**config.mk**
```make
export PLATFORM = sky130hd
export DESIGN_NAME = sjis_hiragana_to_katakana_stream_unit
export DESIGN_NICKNAME = d
export VERILOG_FILES = /design/src/design/sjk_pkg.sv /design/src/design/sjk_conv.sv /design/src/design/sjk_outq.sv /design/src/design/sjis_hiragana_to_katakana_stream_unit.sv
export SDC_FILE = /design/constraint.sdc
export NUM_CORES = 1
export LEC_CHECK = 0
export ABC_AREA = 1
export BUFFER_PORTS_ARGS = -buffer_cell sky130_fd_sc_hd__buf_4
export CELL_PAD_IN_SITES_DETAIL_PLACEMENT = 1
export CELL_PAD_IN_SITES_GLOBAL_PLACEMENT = 2
export CORE_ASPECT_RATIO = 0.8
export CORE_MARGIN = 4
export CORE_UTILIZATION = 39
export DETAILED_ROUTE_END_ITERATION = 8
export PLACE_DENSITY_LB_ADDON = 0.1
export SLEW_MARGIN = 25
export SYNTH_ARGS = -nofsm -noshare
export SYNTH_HDL_FRONTEND = slang
export SYNTH_HIERARCHICAL = 1
export SYNTH_SLANG_ARGS = --single-unit
```
**constraint.sdc**
```tcl
create_clock -name aclk -period 8.9 [get_ports aclk]
set_input_delay 2.67 -clock aclk [delete_from_list [all_inputs] [get_ports aclk]]
set_output_delay 2.67 -clock aclk [all_outputs]
set_load 0.02 [all_outputs]
```
**src/design/sjk_pkg.sv**
```systemverilog
// shared types, constants and lead-byte test function for the sjis hiragana-to-katakana stream unit
package sjk_pkg;

    localparam int SJK_QDEPTH = 4;

    localparam logic [7:0] SJK_LEAD_LO1  = 8'h81;
    localparam logic [7:0] SJK_LEAD_HI1  = 8'h9F;
    localparam logic [7:0] SJK_LEAD_LO2  = 8'hE0;
    localparam logic [7:0] SJK_HIRA_LEAD = 8'h82;
    localparam logic [7:0] SJK_KATA_LEAD = 8'h83;
    localparam logic [7:0] SJK_HIRA_MIN  = 8'h9F;
    localparam logic [7:0] SJK_HIRA_SPLIT = 8'hDE;
    localparam logic [7:0] SJK_OFS_LOW   = 8'h5F;
    localparam logic [7:0] SJK_OFS_HIGH  = 8'h5E;

    typedef struct packed {
        logic [7:0] out_byte;
        logic       run_end;
        logic       string_end;
    } sjk_item_t;

    typedef struct packed {
        logic [1:0] count;
        sjk_item_t  item0;
        sjk_item_t  item1;
        logic       hold;
        logic [7:0] held_byte;
    } sjk_conv_t;

    function automatic logic sjk_is_lead(input logic [7:0] b);
        logic r;
        r = (b inside {[SJK_LEAD_LO1:SJK_LEAD_HI1]}) || (b >= SJK_LEAD_LO2);
        return r;
    endfunction

endpackage

```
**src/design/sjk_conv.sv**
```systemverilog
// combinational byte classifier and row 4 to row 5 re-encoder
module sjk_conv
    import sjk_pkg::*;
(
    input  logic       lead_held,
    input  logic [7:0] held_lead_byte,
    input  logic [7:0] in_byte,
    input  logic       in_last,
    output sjk_conv_t  res
);

    logic       is_hira;
    logic [7:0] kata_trail;

    assign is_hira = (held_lead_byte == SJK_HIRA_LEAD) && (in_byte >= SJK_HIRA_MIN);

    // cells 1..63 land at 0x40.., cells 64..97 skip 0x7f and land at 0x80..
    assign kata_trail = (in_byte < SJK_HIRA_SPLIT) ? (in_byte - SJK_OFS_LOW)
                                                   : (in_byte - SJK_OFS_HIGH);

    always_comb begin
        res = '0;
        if (lead_held) begin
            res.count                = 2'd2;
            res.item0.out_byte       = is_hira ? SJK_KATA_LEAD : held_lead_byte;
            res.item1.out_byte       = is_hira ? kata_trail : in_byte;
            res.item1.run_end        = 1'b1;
            res.item1.string_end     = in_last;
        end else if (sjk_is_lead(in_byte) && !in_last) begin
            res.hold      = 1'b1;
            res.held_byte = in_byte;
        end else begin
            res.count            = 2'd1;
            res.item0.out_byte   = in_byte;
            res.item0.run_end    = 1'b1;
            res.item0.string_end = in_last;
        end
    end

endmodule

```
**src/design/sjk_outq.sv**
```systemverilog
// small result queue taking up to two items per cycle and giving one per cycle while out_ready is high
module sjk_outq
    import sjk_pkg::*;
#(
    parameter int DEPTH = SJK_QDEPTH
) (
    input  logic      aclk,
    input  logic      aresetn,
    input  logic [1:0] push_cnt,
    input  sjk_item_t push0,
    input  sjk_item_t push1,
    output logic      room,
    output logic      out_valid,
    input  logic      out_ready,
    output sjk_item_t out_item
);

    localparam int PW = (DEPTH > 2) ? $clog2(DEPTH) : 1;
    localparam int CW = $clog2(DEPTH + 1);
    localparam logic [PW-1:0] LAST_IDX = PW'(DEPTH - 1);

    sjk_item_t mem [DEPTH];

    logic [PW-1:0] wr_ptr_reg, wr_ptr_next, rd_ptr_reg, rd_ptr_next;
    logic [PW-1:0] wr1, wr2, rd1;
    logic [CW-1:0] count_reg, count_next;
    logic          pop;

    assign wr1 = (wr_ptr_reg == LAST_IDX) ? '0 : wr_ptr_reg + 1'b1;
    assign wr2 = (wr1 == LAST_IDX) ? '0 : wr1 + 1'b1;
    assign rd1 = (rd_ptr_reg == LAST_IDX) ? '0 : rd_ptr_reg + 1'b1;

    assign out_valid = (count_reg != '0);
    assign out_item  = mem[rd_ptr_reg];
    assign pop       = out_valid && out_ready;
    assign room      = (count_reg <= CW'(DEPTH - 2));

    always_comb begin
        count_next  = count_reg + CW'(push_cnt) - CW'(pop);
        rd_ptr_next = pop ? rd1 : rd_ptr_reg;
        case (push_cnt)
            2'd1:    wr_ptr_next = wr1;
            2'd2:    wr_ptr_next = wr2;
            default: wr_ptr_next = wr_ptr_reg;
        endcase
    end

    always_ff @(posedge aclk) begin
        if (!aresetn) begin
            wr_ptr_reg <= '0;
            rd_ptr_reg <= '0;
            count_reg  <= '0;
        end else begin
            wr_ptr_reg <= wr_ptr_next;
            rd_ptr_reg <= rd_ptr_next;
            count_reg  <= count_next;
        end
    end

    always_ff @(posedge aclk) begin
        if (push_cnt != 2'd0) begin
            mem[wr_ptr_reg] <= push0;
        end
        if (push_cnt == 2'd2) begin
            mem[wr1] <= push1;
        end
    end

    a_pair_fits: assert property (@(posedge aclk) disable iff (!aresetn)
        (push_cnt == 2'd2) |-> (count_reg <= CW'(DEPTH - 2)))
        else $error("pair pushed without two free entries");

    a_pop_only: assert property (@(posedge aclk) disable iff (!aresetn)
        (pop && push_cnt == 2'd0) |=> (count_reg == $past(count_reg) - 1'b1))
        else $error("queue count wrong after pop");

endmodule

```
**src/design/sjis_hiragana_to_katakana_stream_unit.sv**
```systemverilog
// top level of the sjis hiragana-to-katakana stream unit
//
// passes a shift_jis byte stream through, one byte per item, and re-encodes
// every hiragana character (lead 0x82, trail 0x9f..0xff) as the matching
// katakana (lead 0x83). bytes 0x81..0x9f and 0xe0..0xff are lead bytes: a lead
// is held and produces nothing, the next byte (any value) completes the pair
// and both bytes go out together. a lead byte that arrives with s_tlast set
// and no lead pending goes out alone and unchanged. the input channel takes
// one item every cycle while the result queue has room; a pair leaves as
// two items one after the other while m_tready stays high, balanced by the
// silent lead item, so the sustained rate is one byte per cycle each way
// when neither side stalls. items pass the input register, then the result
// queue (QDEPTH items); the input stage waits while under two entries are free.
// m_tuser carries run_end, set on the last result caused by one input item;
// m_tlast carries string_end, set on the final byte of a string.
module sjis_hiragana_to_katakana_stream_unit
    import sjk_pkg::*;
#(
    parameter int QDEPTH = SJK_QDEPTH
) (
    input  logic       aclk,
    input  logic       aresetn,
    input  logic       s_tvalid,
    output logic       s_tready,
    input  logic [7:0] s_tdata,   // [7:0] in_byte
    input  logic       s_tlast,   // in_last
    output logic       m_tvalid,
    input  logic       m_tready,
    output logic [7:0] m_tdata,   // [7:0] out_byte
    output logic       m_tuser,   // [0] run_end
    output logic       m_tlast    // string_end
);

    // input register stage
    logic       in_valid_reg, in_valid_next;
    logic [7:0] in_byte_reg;
    logic       in_last_reg;

    // pending lead byte
    logic       lead_held_reg, lead_held_next;
    logic [7:0] held_lead_reg, held_lead_next;

    logic       load, fire, room;
    logic [1:0] push_cnt;
    sjk_conv_t  res;
    sjk_item_t  out_item;

    assign load     = s_tvalid && s_tready;
    assign fire     = in_valid_reg && room;
    // stage frees up when its item moves into the queue this cycle
    assign s_tready = !in_valid_reg || room;

    sjk_conv u_conv (
        .lead_held      (lead_held_reg),
        .held_lead_byte (held_lead_reg),
        .in_byte        (in_byte_reg),
        .in_last        (in_last_reg),
        .res            (res)
    );

    assign push_cnt = fire ? res.count : 2'd0;

    sjk_outq #(
        .DEPTH (QDEPTH)
    ) u_outq (
        .aclk      (aclk),
        .aresetn   (aresetn),
        .push_cnt  (push_cnt),
        .push0     (res.item0),
        .push1     (res.item1),
        .room      (room),
        .out_valid (m_tvalid),
        .out_ready (m_tready),
        .out_item  (out_item)
    );

    assign m_tdata = out_item.out_byte;
    assign m_tuser = out_item.run_end;
    assign m_tlast = out_item.string_end;

    always_comb begin
        in_valid_next  = in_valid_reg;
        lead_held_next = lead_held_reg;
        held_lead_next = held_lead_reg;
        if (fire) begin
            in_valid_next  = 1'b0;
            lead_held_next = res.hold;
            held_lead_next = res.held_byte;
        end
        if (load) begin
            in_valid_next = 1'b1;
        end
    end

    always_ff @(posedge aclk) begin
        if (!aresetn) begin
            in_valid_reg  <= 1'b0;
            lead_held_reg <= 1'b0;
            held_lead_reg <= '0;
        end else begin
            in_valid_reg  <= in_valid_next;
            lead_held_reg <= lead_held_next;
            held_lead_reg <= held_lead_next;
        end
    end

    // payload of the input stage, no reset needed
    always_ff @(posedge aclk) begin
        if (load) begin
            in_byte_reg <= s_tdata;
            in_last_reg <= s_tlast;
        end
    end

    a_end_clears_lead: assert property (@(posedge aclk) disable iff (!aresetn)
        (fire && in_last_reg) |=> !lead_held_reg)
        else $error("lead still pending after end of string");

    a_pair_clears_lead: assert property (@(posedge aclk) disable iff (!aresetn)
        (fire && lead_held_reg) |=> !lead_held_reg)
        else $error("lead still pending after completed pair");

    a_lead_captured: assert property (@(posedge aclk) disable iff (!aresetn)
        (fire && !lead_held_reg && !in_last_reg && sjk_is_lead(in_byte_reg))
        |=> (lead_held_reg && held_lead_reg == $past(in_byte_reg)))
        else $error("lead byte not held");

endmodule
```
* Yosys cells after proc, flatten, opt, wreduce, memory -nomap -nowiden
Memories as Yosys holds them, arrays and structs flattened. A register that Yosys moved wholly into a read port is not among the register bits.
Index checks and enable logic that the tools add are counted.
** Storage, ports and cells
- Bits in registers :: 26
- Memory bits (writable) :: 40
- Input bits :: 13
- Output and inout port bits :: 12
- Logic and storage cells :: 64
- Memories kept :: 1
** Memory list
- u_outq.mem :: depth 4, bits a word 10, rd ports 1, clocked after Yosys merged registers in 1, wr ports 2, line sjk_outq.sv:22 : sjk_item_t mem [DEPTH];
** Cells by class
- Add/sub/neg operators :: 7
- $lt $le $gt $ge :: 6
- Eq/ne operators :: 6
- Mux-type cells :: 22
- Reductions and logical operators :: 14
** Operators with widths (number)
- $ge 8x8->1 const B :: 3
- $mux 8 :: 3
- $mux 10 :: 2
- $mux 9 :: 2
- $sub 8x7->8 const B :: 2
- $mux 2 :: 7
- $mux 11 :: 1
- $eq 2x2->1 const B :: 4
- $eq 8x8->1 const B :: 1
- $le 8x8->1 const B :: 1
- $lt 8x8->1 const B :: 1
- $add 2x1->2 const B :: 3
- $logic_and 1x1->1 :: 6
- $mux 1 :: 6
- $reduce_bool 2->1 :: 3
- $pmux 2 s2 :: 1
- $add 3x2->3 :: 1
- $le 3x2->1 const B :: 1
- $reduce_bool 3->1 :: 1
- $sub 3x1->3 :: 1
- $eq 2x1->1 const B :: 1
- $logic_not 1->1 :: 2
- $logic_or 1x1->1 :: 2

* Depth between registers and ports, before layout
Gate-level depths: netlist of the first run.
- Depth after elaboration :: 10
- Mapped depth :: 17
- Mapped depth without buffers :: 16

* Hierarchy
The synthesis of the first run kept the hierarchy.
** By module, submodules not included
- sjk_outq :: times used 1, cells each 275, area an instance 2557.5 µm², seq. area each 1381.3 µm²
- sjk_conv :: times used 1, cells each 175, area an instance 818.3 µm², seq. area each 0.0 µm²
- sjis_hiragana_to_katakana_stream_unit :: times used 1, cells each 77, area an instance 703.2 µm², seq. area each 470.5 µm²

* Least setup slack after synthesis of the first run
OpenSTA, ideal clock, no wires.
- Kind :: input port to flip-flop
- Start point :: in m_tready
- End point :: reg u_outq.count_reg[2]
- Library setup time :: 0.113 ns
- Arrival :: 3.984 ns
- Data required time :: 8.787 ns
- Slack :: 4.803 ns
- Stages :: 9
- Buffers on the path :: 0
- Cell sequence :: a21boi_2 ha_1 inv_1 ha_1 fa_1 xor2_1 nand2_1 nand2_1 nor2_1
** Between the ends
- Longest elaborated chain between the ends :: 2
** Ends and longest elaborated chain
- start: declaration :: line sjis_hiragana_to_katakana_stream_unit.sv:28 : input logic m_tready,
- $logic_and 1x1->1 :: line sjk_outq.sv:35 : assign pop = out_valid && out_ready;
- $sub 3x1->3 :: line sjk_outq.sv:39 : count_next = count_reg + CW'(push_cnt) - CW'(pop);
- end signal: assignment :: line sjk_outq.sv:56 : count_reg <= count_next;
- end: declaration :: line sjk_outq.sv:26 : logic [CW-1:0] count_reg, count_next;
No other way between the ends.
A chain may end at the register's enable or synchronous reset.

==> impl_metrics.env, run 1 <==
export IMPL_areaGrowthSynthToFinish_pct=12.8
export IMPL_clock_path_buffers=2
export IMPL_die_w_microns=122
export IMPL_cts_root_buffer="clkbuf_16"
export IMPL_combPwrFrac_pct=32.0
export IMPL_synthArstFlopShare_pct=0
export IMPL_dp_cells=672
export IMPL_synth_edff_count=49
export IMPL_p_per_area_mw_per_mm2=249
export IMPL_max_freq_mhz=209
export IMPL_htree_levels=3
export IMPL_ff2ff_path_depth=13
export IMPL_syn_num_nets=559
export IMPL_rsz0062_at_grt="false"
export IMPL_arrival_ps=2110
export IMPL_wire_per_inst_microns=15.6
export IMPL_timing_critical_path_buf_inv=2
export IMPL_final_nets=575
export IMPL_synth_warnings=6
export IMPL_cp_slowest_cell="dfxtp_1"
export IMPL_cts_hold_buf=0
export IMPL_cts_setup_buffers=0
export IMPL_vias_per_cell=5.00
export IMPL_slew_violations=0
export IMPL_fin_tns_setup_ps=0
export IMPL_period_share_pct=53.7
export IMPL_cts_tree="yes"
export IMPL_die_height_microns=99.5
export IMPL_peakVddDrop_mv=0.133
export IMPL_synth_seq_cells=68
export IMPL_clock_power_share_pct=30.0
export IMPL_final_hold_violation_count=0
export IMPL_ant_nets=0
export IMPL_crit_path_max_fanout=21
export IMPL_largest_reg_flops=40
export IMPL_drv_cap=0
export IMPL_syn_inst=527
export IMPL_intPower_mw=0.743
export IMPL_seqPwrFrac_pct=38.0
export IMPL_critPathKind="reg -> out"
export IMPL_worstReg2RegEnd="u_outq/mem[2][6]$_DFFE_PP_"
export IMPL_path_delay_family="flip-flops"
export IMPL_status="finished clean"
export IMPL_grt_pass1_wl_microns=17500
export IMPL_coreArea_sq_mm=0.0102
export IMPL_reg2reg_slack_ps=5120
export IMPL_synth_cell_type_count=34
export IMPL_setup_viol=0
export IMPL_grt_pass1_vias=3439
export IMPL_post_route_cells_drive_above_1_share_pct=11.1
export IMPL_min_path_type="reg -> reg"
export IMPL_routed_wl_microns=10800
export IMPL_cts_sinks=68
export IMPL_cp_end_kind="output pin"
export IMPL_io_pins=25
export IMPL_drt_iter0_markers=194
export IMPL_dieArea_sq_mm=0.0122
export IMPL_power_switching_mw=0.405
export IMPL_required_ps=6230
export IMPL_power_leakage_nw=2.04
export IMPL_layout_commonest_cell="nand2_1"
export IMPL_endpoint="m_tdata[3]"
export IMPL_n_antenna_cell=0
export IMPL_synthFlopType="edfxtp_1"
export IMPL_drc=0
export IMPL_ys_seq_area_share_pct=45.4
export IMPL_period_needed_ps=4780
export IMPL_dr_pass1_iters=4
export IMPL_synth_avg_cell_area_sq_um=7.74
export IMPL_synth_area_sq_mm=0.00408
export IMPL_fp_row_count=33
export IMPL_gp_congestion=0.821
export IMPL_r2r_start="in_byte_reg[1]$_DFFE_PP_"
export IMPL_swShare_pct=35.3
export IMPL_route_vias_total=3440
export IMPL_final_cell_mix="nand2_1 (154), nor2_1 (77), inv_1 (57)"
export IMPL_antenna_found_initial=0
export IMPL_clk_insertion_delay_late_ps=330
export IMPL_grtUsageTotal_pct=18.8
export IMPL_maxSlewHeadroom_pct=36.5
export IMPL_cts_resized=0
export IMPL_critPathLaunchType="flip-flop"
export IMPL_port_buffers=24
export IMPL_grt_max_degree=22
export IMPL_crit_cells=4
export IMPL_dp_hpwl_microns=7930
export IMPL_cp_slowest_stage_delay_ps=720
export IMPL_path_cells="inv_1 > o21ai_0 > o22ai_1 > buf_4"
export IMPL_worst_pin_slew_ps=946
export IMPL_path_clk_slew_ps=50
export IMPL_finalClockSkew_ps=6.84
export IMPL_stdcell_count=688
export IMPL_gr_total_overflow=0
export IMPL_start_util_pct=39.8
export IMPL_cts_inserted_buffers=9
## cells in the mapped netlist, types with 2 or more instances
master | n | area (sq um)
edfxtp_1 | 49 | 1470
nor2_1 | 77 | 289
buf_6 | 5 | 56.3
o21ai_1 | 36 | 180
buf_2 | 7 | 35.0
nor2_2 | 2 | 12.5
o21ai_0 | 28 | 140
a21boi_2 | 2 | 22.5
inv_2 | 4 | 15.0
ha_1 | 18 | 225
buf_4 | 5 | 37.5
clkbuf_1 | 4 | 15.0
a21oi_1 | 4 | 20.0
xor2_1 | 3 | 26.3
xnor2_1 | 2 | 17.5
o21bai_1 | 2 | 15.0
inv_1 | 57 | 214
dfxtp_1 | 19 | 380
nand2_1 | 154 | 578
nand3_1 | 17 | 85.1
nand4_1 | 5 | 31.3
o22ai_1 | 10 | 62.6
o21ai_2 | 5 | 43.8
nand2_2 | 2 | 12.5
## worst min path at each step
stage                                                 start                                 to  slack, ps  cells past startpoint
after floorplan           u_outq/rd_ptr_reg[1]$_SDFFE_PN0N_                          flip-flop        480                      2
after global placement            in_valid_reg$_SDFFE_PN0P_          in_valid_reg$_SDFFE_PN0P_        500                      2
after detailed placement  u_outq/rd_ptr_reg[1]$_SDFFE_PN0N_                          flip-flop        510                      2
after CTS                 u_outq/rd_ptr_reg[1]$_SDFFE_PN0N_  u_outq/rd_ptr_reg[1]$_SDFFE_PN0N_        520                      2
after global routing      u_outq/rd_ptr_reg[1]$_SDFFE_PN0N_  u_outq/rd_ptr_reg[1]$_SDFFE_PN0N_        550                      2
final                     u_outq/rd_ptr_reg[1]$_SDFFE_PN0N_  u_outq/rd_ptr_reg[1]$_SDFFE_PN0N_        520                      2
## worst reg2reg max path, stage by stage, from the launching register on
cell and delay, ps:
edfxtp_1 480, inv_1 200, ha_1 220, nor2_1 80, nand4_1 100, nand3_1 140, a21boi_2 90, nor2_1 320
inv_1 80, nor2_1 180, inv_1 90, ha_1 290, nand2_1 560, o21ai_1 540
## area by class of cell
| type | instances | area, sq um |
|---|---|---|
| fill | 1307 | 5640 |
| sequential | 68 | 1850 |
| multi-input combinational | 375 | 1850 |
| inverter | 62 | 233 |
| clock buffer | 9 | 225 |
| timing repair buffer | 27 | 203 |
| tap | 140 | 175 |
| clock inverter | 7 | 67.6 |
## metrics by stage
stage | instance area (sq um) | utilization (%) | setup slack (ps) | power [mW] | hold slack (ps)
4_1_cts | 4600 | 44.9 | 4070 | 1.17 | 517
5_1_grt | 4600 | 44.9 | 3860 | 1.23 | 549
6_report | 4600 | 44.9 | 4120 | 1.15 | 522
3_3_place_gp | 4310 | 42.1 | 4560 | 0.801 | 502
2_1_floorplan | 4080 | - | 4800 | 0.692 | 479
3_5_place_dp | 4310 | 42.1 | 4440 | 0.816 | 510
## per-layer routing
layer  up-vias  global-route usage [%]  part of all wire, %
met3        12                    4.32                  4.5
met4         0                    5.77                  1.5
li1       1727                       -                    -
met5         -                       0                    0
met2        58                    30.1                   45
met1      1643                    25.3                   49
## logic make-up (layout without fill, tap and decap cells)
family                   count (synthesis)  in the layout  synth area share, %
adder cells (fa/ha/maj)                 19             19                 6.01
buffers and inverters                   84            105                 9.36
flip-flops                              68             68                 45.4
XOR/XNOR                                 5              5                 1.07
AND/OR/NAND/NOR                        261            261                 25.5
AO/OA/AOI/OAI                           90             90                 12.6
## power groups by stage
stage,sequential [mW],clock (mW),combinational (mW)
2_1_floorplan,0.418,0,0.274
3_3_place_gp,0.442,0,0.358
3_5_place_dp,0.444,0,0.372
4_1_cts,0.438,0.354,0.373
5_1_grt,0.445,0.369,0.419
6_report,0.437,0.344,0.367
(Power assumes the default switching activity.)
==> run 2, diff against run 1 <==
Settings changed: ABC_AREA 1 to 0, CORE_UTILIZATION 39 to 38.
Clock period 8.9 ns to 3.9 ns, I/O delays scaled along.
==> run 2 against run 1 <==
Flip-flop and latch count is the same. Via count shrank 24%. First-iteration DRC count shrank 47%. Wire length shrank 9.4%. Highest routed layer unchanged. Combinational power grew 59%.
==> impl_metrics.env, run 2 <==
export IMPL_status="finished clean"
export IMPL_synth_cell_type_count=58
export IMPL_worst_hold_slack_ps=492
export IMPL_crit_path_max_fanout=11
export IMPL_cts_setup_buffers=0
export IMPL_dp_cells=471
export IMPL_areaGrowthSynthToFinish_pct=13.7
export IMPL_die_w_microns=122
export IMPL_hold_start="held_lead_reg[0]$_SDFFE_PN0P_"
export IMPL_gr_total_overflow=0
export IMPL_cts_hold_buf=0
export IMPL_routed_wl_microns=9750
export IMPL_synth_warnings=6
export IMPL_cts_sinks=68
export IMPL_synthFlopType="edfxtp_1"
export IMPL_start_util_pct=38.8
export IMPL_grtUsageTotal_pct=17.3
export IMPL_max_freq_mhz=314
export IMPL_r2r_start="in_byte_reg[1]$_DFFE_PP_"
export IMPL_grt_pass1_wl_microns=15600
export IMPL_worstReg2RegEnd="u_outq/mem[1][8]$_DFFE_PP_"
export IMPL_stdcell_count=487
export IMPL_drv_cap=0
export IMPL_dr_pass1_iters=4
export IMPL_layout_commonest_cell="edfxtp_1"
export IMPL_setup_viol=0
export IMPL_drc=0
export IMPL_final_hold_violation_count=0
export IMPL_largest_reg_flops=40
export IMPL_gp_congestion=0.800
export IMPL_coreArea_sq_mm=0.0102
export IMPL_maxSlewHeadroom_pct=38.5
export IMPL_route_vias_total=2605
export IMPL_final_cell_mix="edfxtp_1 (49), buf_4 (37), mux2_2 (33)"
export IMPL_vias_per_cell=5.35
export IMPL_timing_critical_path_buf_inv=3
export IMPL_required_ps=4000
export IMPL_utilization_pct=44.1
export IMPL_placed_area_sq_mm=0.00424
export IMPL_syn_inst=318
export IMPL_path_clk_slew_ps=60
export IMPL_dp_slack_ps=760
export IMPL_synth_avg_cell_area_sq_um=12.5
export IMPL_port_buffers=24
export IMPL_reg2reg_slack_ps=720
export IMPL_synth_seq_cells=68
export IMPL_post_route_cells_drive_above_1_share_pct=36.0
export IMPL_arrival_ps=3280
export IMPL_period_needed_ps=3180
export IMPL_die_height_microns=99.5
export IMPL_setup_ws_ps=720
export IMPL_fp_row_count=33
export IMPL_power_mw=2.28
export IMPL_final_area_sq_mm=0.00452
export IMPL_antenna_found_initial=0
export IMPL_worst_pin_slew_ps=921
export IMPL_cts_root_buffer="clkbuf_16"
export IMPL_synthArstFlopShare_pct=0
export IMPL_grt_pass1_vias=2746
export IMPL_synth_edff_count=49
export IMPL_hold_depth=2
export IMPL_critPathLaunchType="flip-flop"
export IMPL_synthTopCellsByCount="edfxtp_1 (49), mux2_2 (33), inv_1 (22), dfxtp_1 (19)"
export IMPL_min_path_type="reg -> reg"
export IMPL_min_to="held_lead_reg[0]$_SDFFE_PN0P_"
export IMPL_htree_levels=3
export IMPL_p_per_area_mw_per_mm2=504
export IMPL_path_delay_family="simple AND/OR/NAND/NOR gates"
export IMPL_clk_insertion_delay_late_ps=340
export IMPL_grt_max_degree=30
export IMPL_cts_resized=0
export IMPL_ff2ff_path_depth=11
export IMPL_cp_end_kind="flip-flop"
export IMPL_synth_area_sq_mm=0.00397
export IMPL_synth_top_area_share_pct=37.0
export IMPL_final_nets=374
export IMPL_dieArea_sq_mm=0.0122
export IMPL_wire_per_inst_microns=20.0
export IMPL_drt_iter0_markers=102
export IMPL_period_share_pct=81.5
export IMPL_io_pins=25
export IMPL_fin_tns_setup_ps=0
export IMPL_power_leakage_nw=1.71
export IMPL_finalClockSkew_ps=5.58
export IMPL_slew_violations=0
export IMPL_rsz0062_at_grt="false"
export IMPL_syn_num_nets=350
export IMPL_ant_nets=0
export IMPL_cp_slowest_stage_delay_ps=500
export IMPL_synth_area_leaders="edfxtp_1 (37%), dfxtp_1 (9.6%), mux2_2 (9.4%)"
export IMPL_synth_most_common_cell="edfxtp_1"
export IMPL_cts_inserted_buffers=9
export IMPL_synth_area_leader_cell="edfxtp_1"
export IMPL_path_cells="inv_1 > ha_1 > nor4_1 > a21oi_2 > nor3_4 > and3_1 > inv_1 > ha_1 > nand2_2 > o21ai_0 > buf_4"
export IMPL_peakVddDrop_mv=0.338
export IMPL_cts_tree="yes"
export IMPL_cp_slowest_cell="edfxtp_1"
export IMPL_dp_hpwl_microns=7040
export IMPL_clock_path_buffers=2
export IMPL_n_antenna_cell=0
export IMPL_ys_seq_area_share_pct=46.6
export IMPL_critPathKind="reg -> reg"
## run 2: cell count changes after synthesis, moves of 8 or more
cell     change
nor2_1      -75
nand3_1     -11
nand2_1    -136
a22o_1       +8
mux4_2      +10
o21ai_0     -18
and2_1      +12
o21ai_1     -36
inv_1       -35
o22ai_1     -10
mux2_2      +33
## run 2: power by group
part / internal, mW / leakage, nW / switching (mW) / total [mW]
combinational: 0.288 / 0.983 / 0.294 / 0.582
sequential: 0.855 / 0.605 / 0.0830 / 0.938
clock: 0.432 / 0.124 / 0.327 / 0.759
total: 1.57 / 1.71 / 0.705 / 2.28
## run 2: area by class of cell
class	instances	area, sq um
tap	140	175
fill	1122	5720
sequential	68	1850
multi-input combinational	204	1850
clock buffer	9	225
inverter	22	82.6
clock inverter	7	52.6
timing repair buffer	37	278
## run 2: cells by family (layout without fill, tap and decap cells)
family                   Yosys count  in the layout  synth area share [%]
multiplexers                      52             52                  18.2
flip-flops                        68             68                  46.6
AO/OA/AOI/OAI                     57             57                  10.6
buffers and inverters             46             75                  6.74
XOR/XNOR                           3              3                 0.661
AND/OR/NAND/NOR                   73             73                  11.0
adder cells (fa/ha/maj)           19             19                  6.17
## run 2: worst max path at each step
stage	startpoint	to	depth (start not counted)	slack, ps
3_3_place_gp	in_byte_reg[1]$_DFFE_PP_	u_outq/mem[1][8]$_DFFE_PP_	11	860
6_report	in_byte_reg[1]$_DFFE_PP_	u_outq/mem[1][8]$_DFFE_PP_	11	720
4_1_cts	flip-flop	m_tuser	2	710
2_1_floorplan	in_byte_reg[1]$_DFFE_PP_	u_outq/mem[0][0]$_DFFE_PP_	10	720
3_5_place_dp	in_byte_reg[1]$_DFFE_PP_	u_outq/mem[1][8]$_DFFE_PP_	11	760
5_1_grt	in_byte_reg[1]$_DFFE_PP_	u_outq/mem[1][3]$_DFFE_PP_	11	440
## run 2: worst register-to-register path: stages, from the launching register on
cell and delay [ps]:
edfxtp_1 500, inv_1 150, ha_1 240, nor4_1 280, a21oi_2 160, nor3_4 210, and3_1 200, inv_1 60
ha_1 320, nand2_2 300, o21ai_0 280, buf_4 250
## run 2: per-layer routing
layer | part of all wire [%] | vias to the layer above | GRT usage [%]
li1 | - | 1229 | -
met1 | 50 | 1323 | 24.9
met2 | 45 | 49 | 25.8
met3 | 4.1 | 4 | 4.15
met4 | 0.78 | 0 | 5.42
met5 | 0 | - | 0
==> run 3, diff against run 2 <==
Clock period 3.9 ns to 2.7 ns, I/O delays scaled along.
==> run 3 against run 2 <==
Design area rose by 6.1%. Clock skew rose by 3.7 ps. Combinational power rose by 67%. Via count fell by 2.9%. Cell count rose by 0.82%. Non-clock buffer count rose by 5. Count of clock-buffer cells in the layout did not move. Highest routed layer unchanged.
==> impl_metrics.env, run 3 (synthesis results as in run 2) <==
export IMPL_status="finished clean"
export IMPL_vias_per_cell=5.15
export IMPL_wire_per_inst_microns=18.3
export IMPL_max_freq_mhz=388
export IMPL_cp_slowest_cell="mux2i_1"
export IMPL_path_clk_slew_ps=60
export IMPL_cp_common_cell="buf_4"
export IMPL_power_leakage_nw=1.98
export IMPL_cts_inserted_buffers=9
export IMPL_min_path_type="reg -> reg"
export IMPL_reg2reg_slack_ps=130
export IMPL_ant_nets=0
export IMPL_gr_total_overflow=0
export IMPL_final_nets=379
export IMPL_p_per_area_mw_per_mm2=735
export IMPL_arrival_ps=2780
export IMPL_start_util_pct=38.8
export IMPL_htree_levels=3
export IMPL_peakVddDrop_mv=0.343
export IMPL_dr_pass1_iters=4
export IMPL_endpoint="u_outq/mem[0][7]$_DFFE_PP_"
export IMPL_routed_wl_microns=8990
export IMPL_dp_hpwl_microns=6570
export IMPL_layout_commonest_cell="edfxtp_1"
export IMPL_route_vias_total=2530
export IMPL_period_needed_ps=2570
export IMPL_maxSlewHeadroom_pct=57.8
export IMPL_r2r_start="in_byte_reg[0]$_DFFE_PP_"
export IMPL_clk_insertion_delay_late_ps=330
export IMPL_grt_pass1_vias=2708
export IMPL_placed_area_sq_mm=0.00447
export IMPL_largest_reg_flops=40
export IMPL_final_area_sq_mm=0.00479
export IMPL_worstReg2RegEnd="u_outq/mem[0][7]$_DFFE_PP_"
export IMPL_final_cell_mix="edfxtp_1 (49), buf_4 (42), mux2_4 (36)"
export IMPL_ff2ff_path_depth=8
export IMPL_die_w_microns=122
export IMPL_worst_pin_slew_ps=633
export IMPL_areaGrowthSynthToFinish_pct=20.7
export IMPL_grt_max_degree=30
export IMPL_required_ps=2900
export IMPL_setup_viol=0
export IMPL_setup_worst_path_start="in_byte_reg[0]$_DFFE_PP_"
export IMPL_die_height_microns=99.5
export IMPL_cts_tree="yes"
export IMPL_dp_cells=476
export IMPL_n_antenna_cell=0
export IMPL_dp_slack_ps=86.7
export IMPL_rsz0062_at_grt="false"
export IMPL_io_pins=25
export IMPL_finalClockSkew_ps=9.27
export IMPL_cts_sinks=68
export IMPL_critPathKind="reg -> reg"
export IMPL_cts_setup_buffers=0
export IMPL_stdcell_count=491
export IMPL_grtUsageTotal_pct=16.4
export IMPL_critPathLaunchType="flip-flop"
export IMPL_drv_cap=0
export IMPL_slew_violations=0
export IMPL_coreArea_sq_mm=0.0102
export IMPL_cts_root_buffer="clkbuf_16"
export IMPL_period_share_pct=95.4
export IMPL_dieArea_sq_mm=0.0122
export IMPL_crit_path_max_fanout=11
export IMPL_drt_iter0_markers=208
export IMPL_path_cells="buf_4 > ha_1 > a41o_1 > o2111ai_1 > buf_4 > o21bai_1 > mux2i_1 > mux2_4"
export IMPL_drc=0
export IMPL_antenna_found_initial=0
export IMPL_utilization_pct=46.8
export IMPL_post_route_cells_drive_above_1_share_pct=40.2
export IMPL_setup_ws_ps=125
export IMPL_port_buffers=24
export IMPL_cp_slowest_stage_delay_ps=450
export IMPL_cp_end_kind="flip-flop"
export IMPL_fp_row_count=33
export IMPL_cts_hold_buf=0
export IMPL_grt_pass1_wl_microns=15200
export IMPL_clock_path_buffers=2
export IMPL_fillers=1111
export IMPL_gp_congestion=0.741
export IMPL_final_hold_violation_count=0
-- run 3: critical path: cells and delay by family (launching register included) --
kind | cells | cell delay (ps)
mux | 2 | 690
compound gates | 3 | 680
flops | 1 | 440
buf+inv | 2 | 390
fa+ha+maj | 1 | 250
-- run 3: what timing repair did --
item,4_1_cts,5_1_grt
resized for setup,0,2
hold endpoints to repair,0,0
endpoints found under the setup margin,0,5
-- run 3: how the worst min path moves through the flow --
stage,start,slack (ps),cells after the start,to
final,held_lead_reg[0]$_SDFFE_PN0P_,480,2,held_lead_reg[0]$_SDFFE_PN0P_
after global routing,held_lead_reg[0]$_SDFFE_PN0P_,510,2,held_lead_reg[0]$_SDFFE_PN0P_
after CTS,held_lead_reg[6]$_SDFFE_PN0P_,480,2,held_lead_reg[6]$_SDFFE_PN0P_
after detailed placement,held_lead_reg[6]$_SDFFE_PN0P_,470,2,held_lead_reg[6]$_SDFFE_PN0P_
after global placement,held_lead_reg[0]$_SDFFE_PN0P_,470,2,held_lead_reg[0]$_SDFFE_PN0P_
after floorplan,held_lead_reg[0]$_SDFFE_PN0P_,440,2,held_lead_reg[0]$_SDFFE_PN0P_
-- run 3: layer usage --
layer / up-vias / global-route usage, % / part of all wire (%)
met5: - / 0 / 0
met4: 0 / 4.39 / 0.86
met3: 8 / 4.26 / 3.1
met2: 46 / 24.8 / 45
met1: 1237 / 23.5 / 51
li1: 1239 / - / -
-- run 3: per-stage QoR --
stage / setup TNS (ps) / hold slack, ps / total power [mW]
2_1_floorplan: -1670 / 445 / 2.01
3_3_place_gp: 0 / 467 / 2.29
3_5_place_dp: 0 / 475 / 2.30
4_1_cts: 0 / 484 / 3.57
5_1_grt: 0 / 505 / 3.73
6_report: 0 / 482 / 3.52
-- run 3: power breakdown --
| group | leakage (nW) | switching, mW | internal (mW) |
|---|---|---|---|
| registers | 0.605 | 0.0695 | 1.24 |
| clock network | 0.148 | 0.443 | 0.804 |
| logic | 1.23 | 0.491 | 0.482 |
| total | 1.98 | 1.00 | 2.52 |
-- run 3: layout make-up --
| class | count | area [sq um] | area share (%) |
|---|---|---|---|
| clock inverters | 6 | 88.8 | 1.85 |
| multi-input cells | 204 | 2060 | 42.9 |
| repair buffers | 42 | 315 | 6.58 |
| well taps | 140 | 175 | 3.65 |
| clock buffers | 9 | 225 | 4.70 |
| inverters | 22 | 82.6 | 1.72 |
| flip-flops and latches | 68 | 1850 | 38.6 |
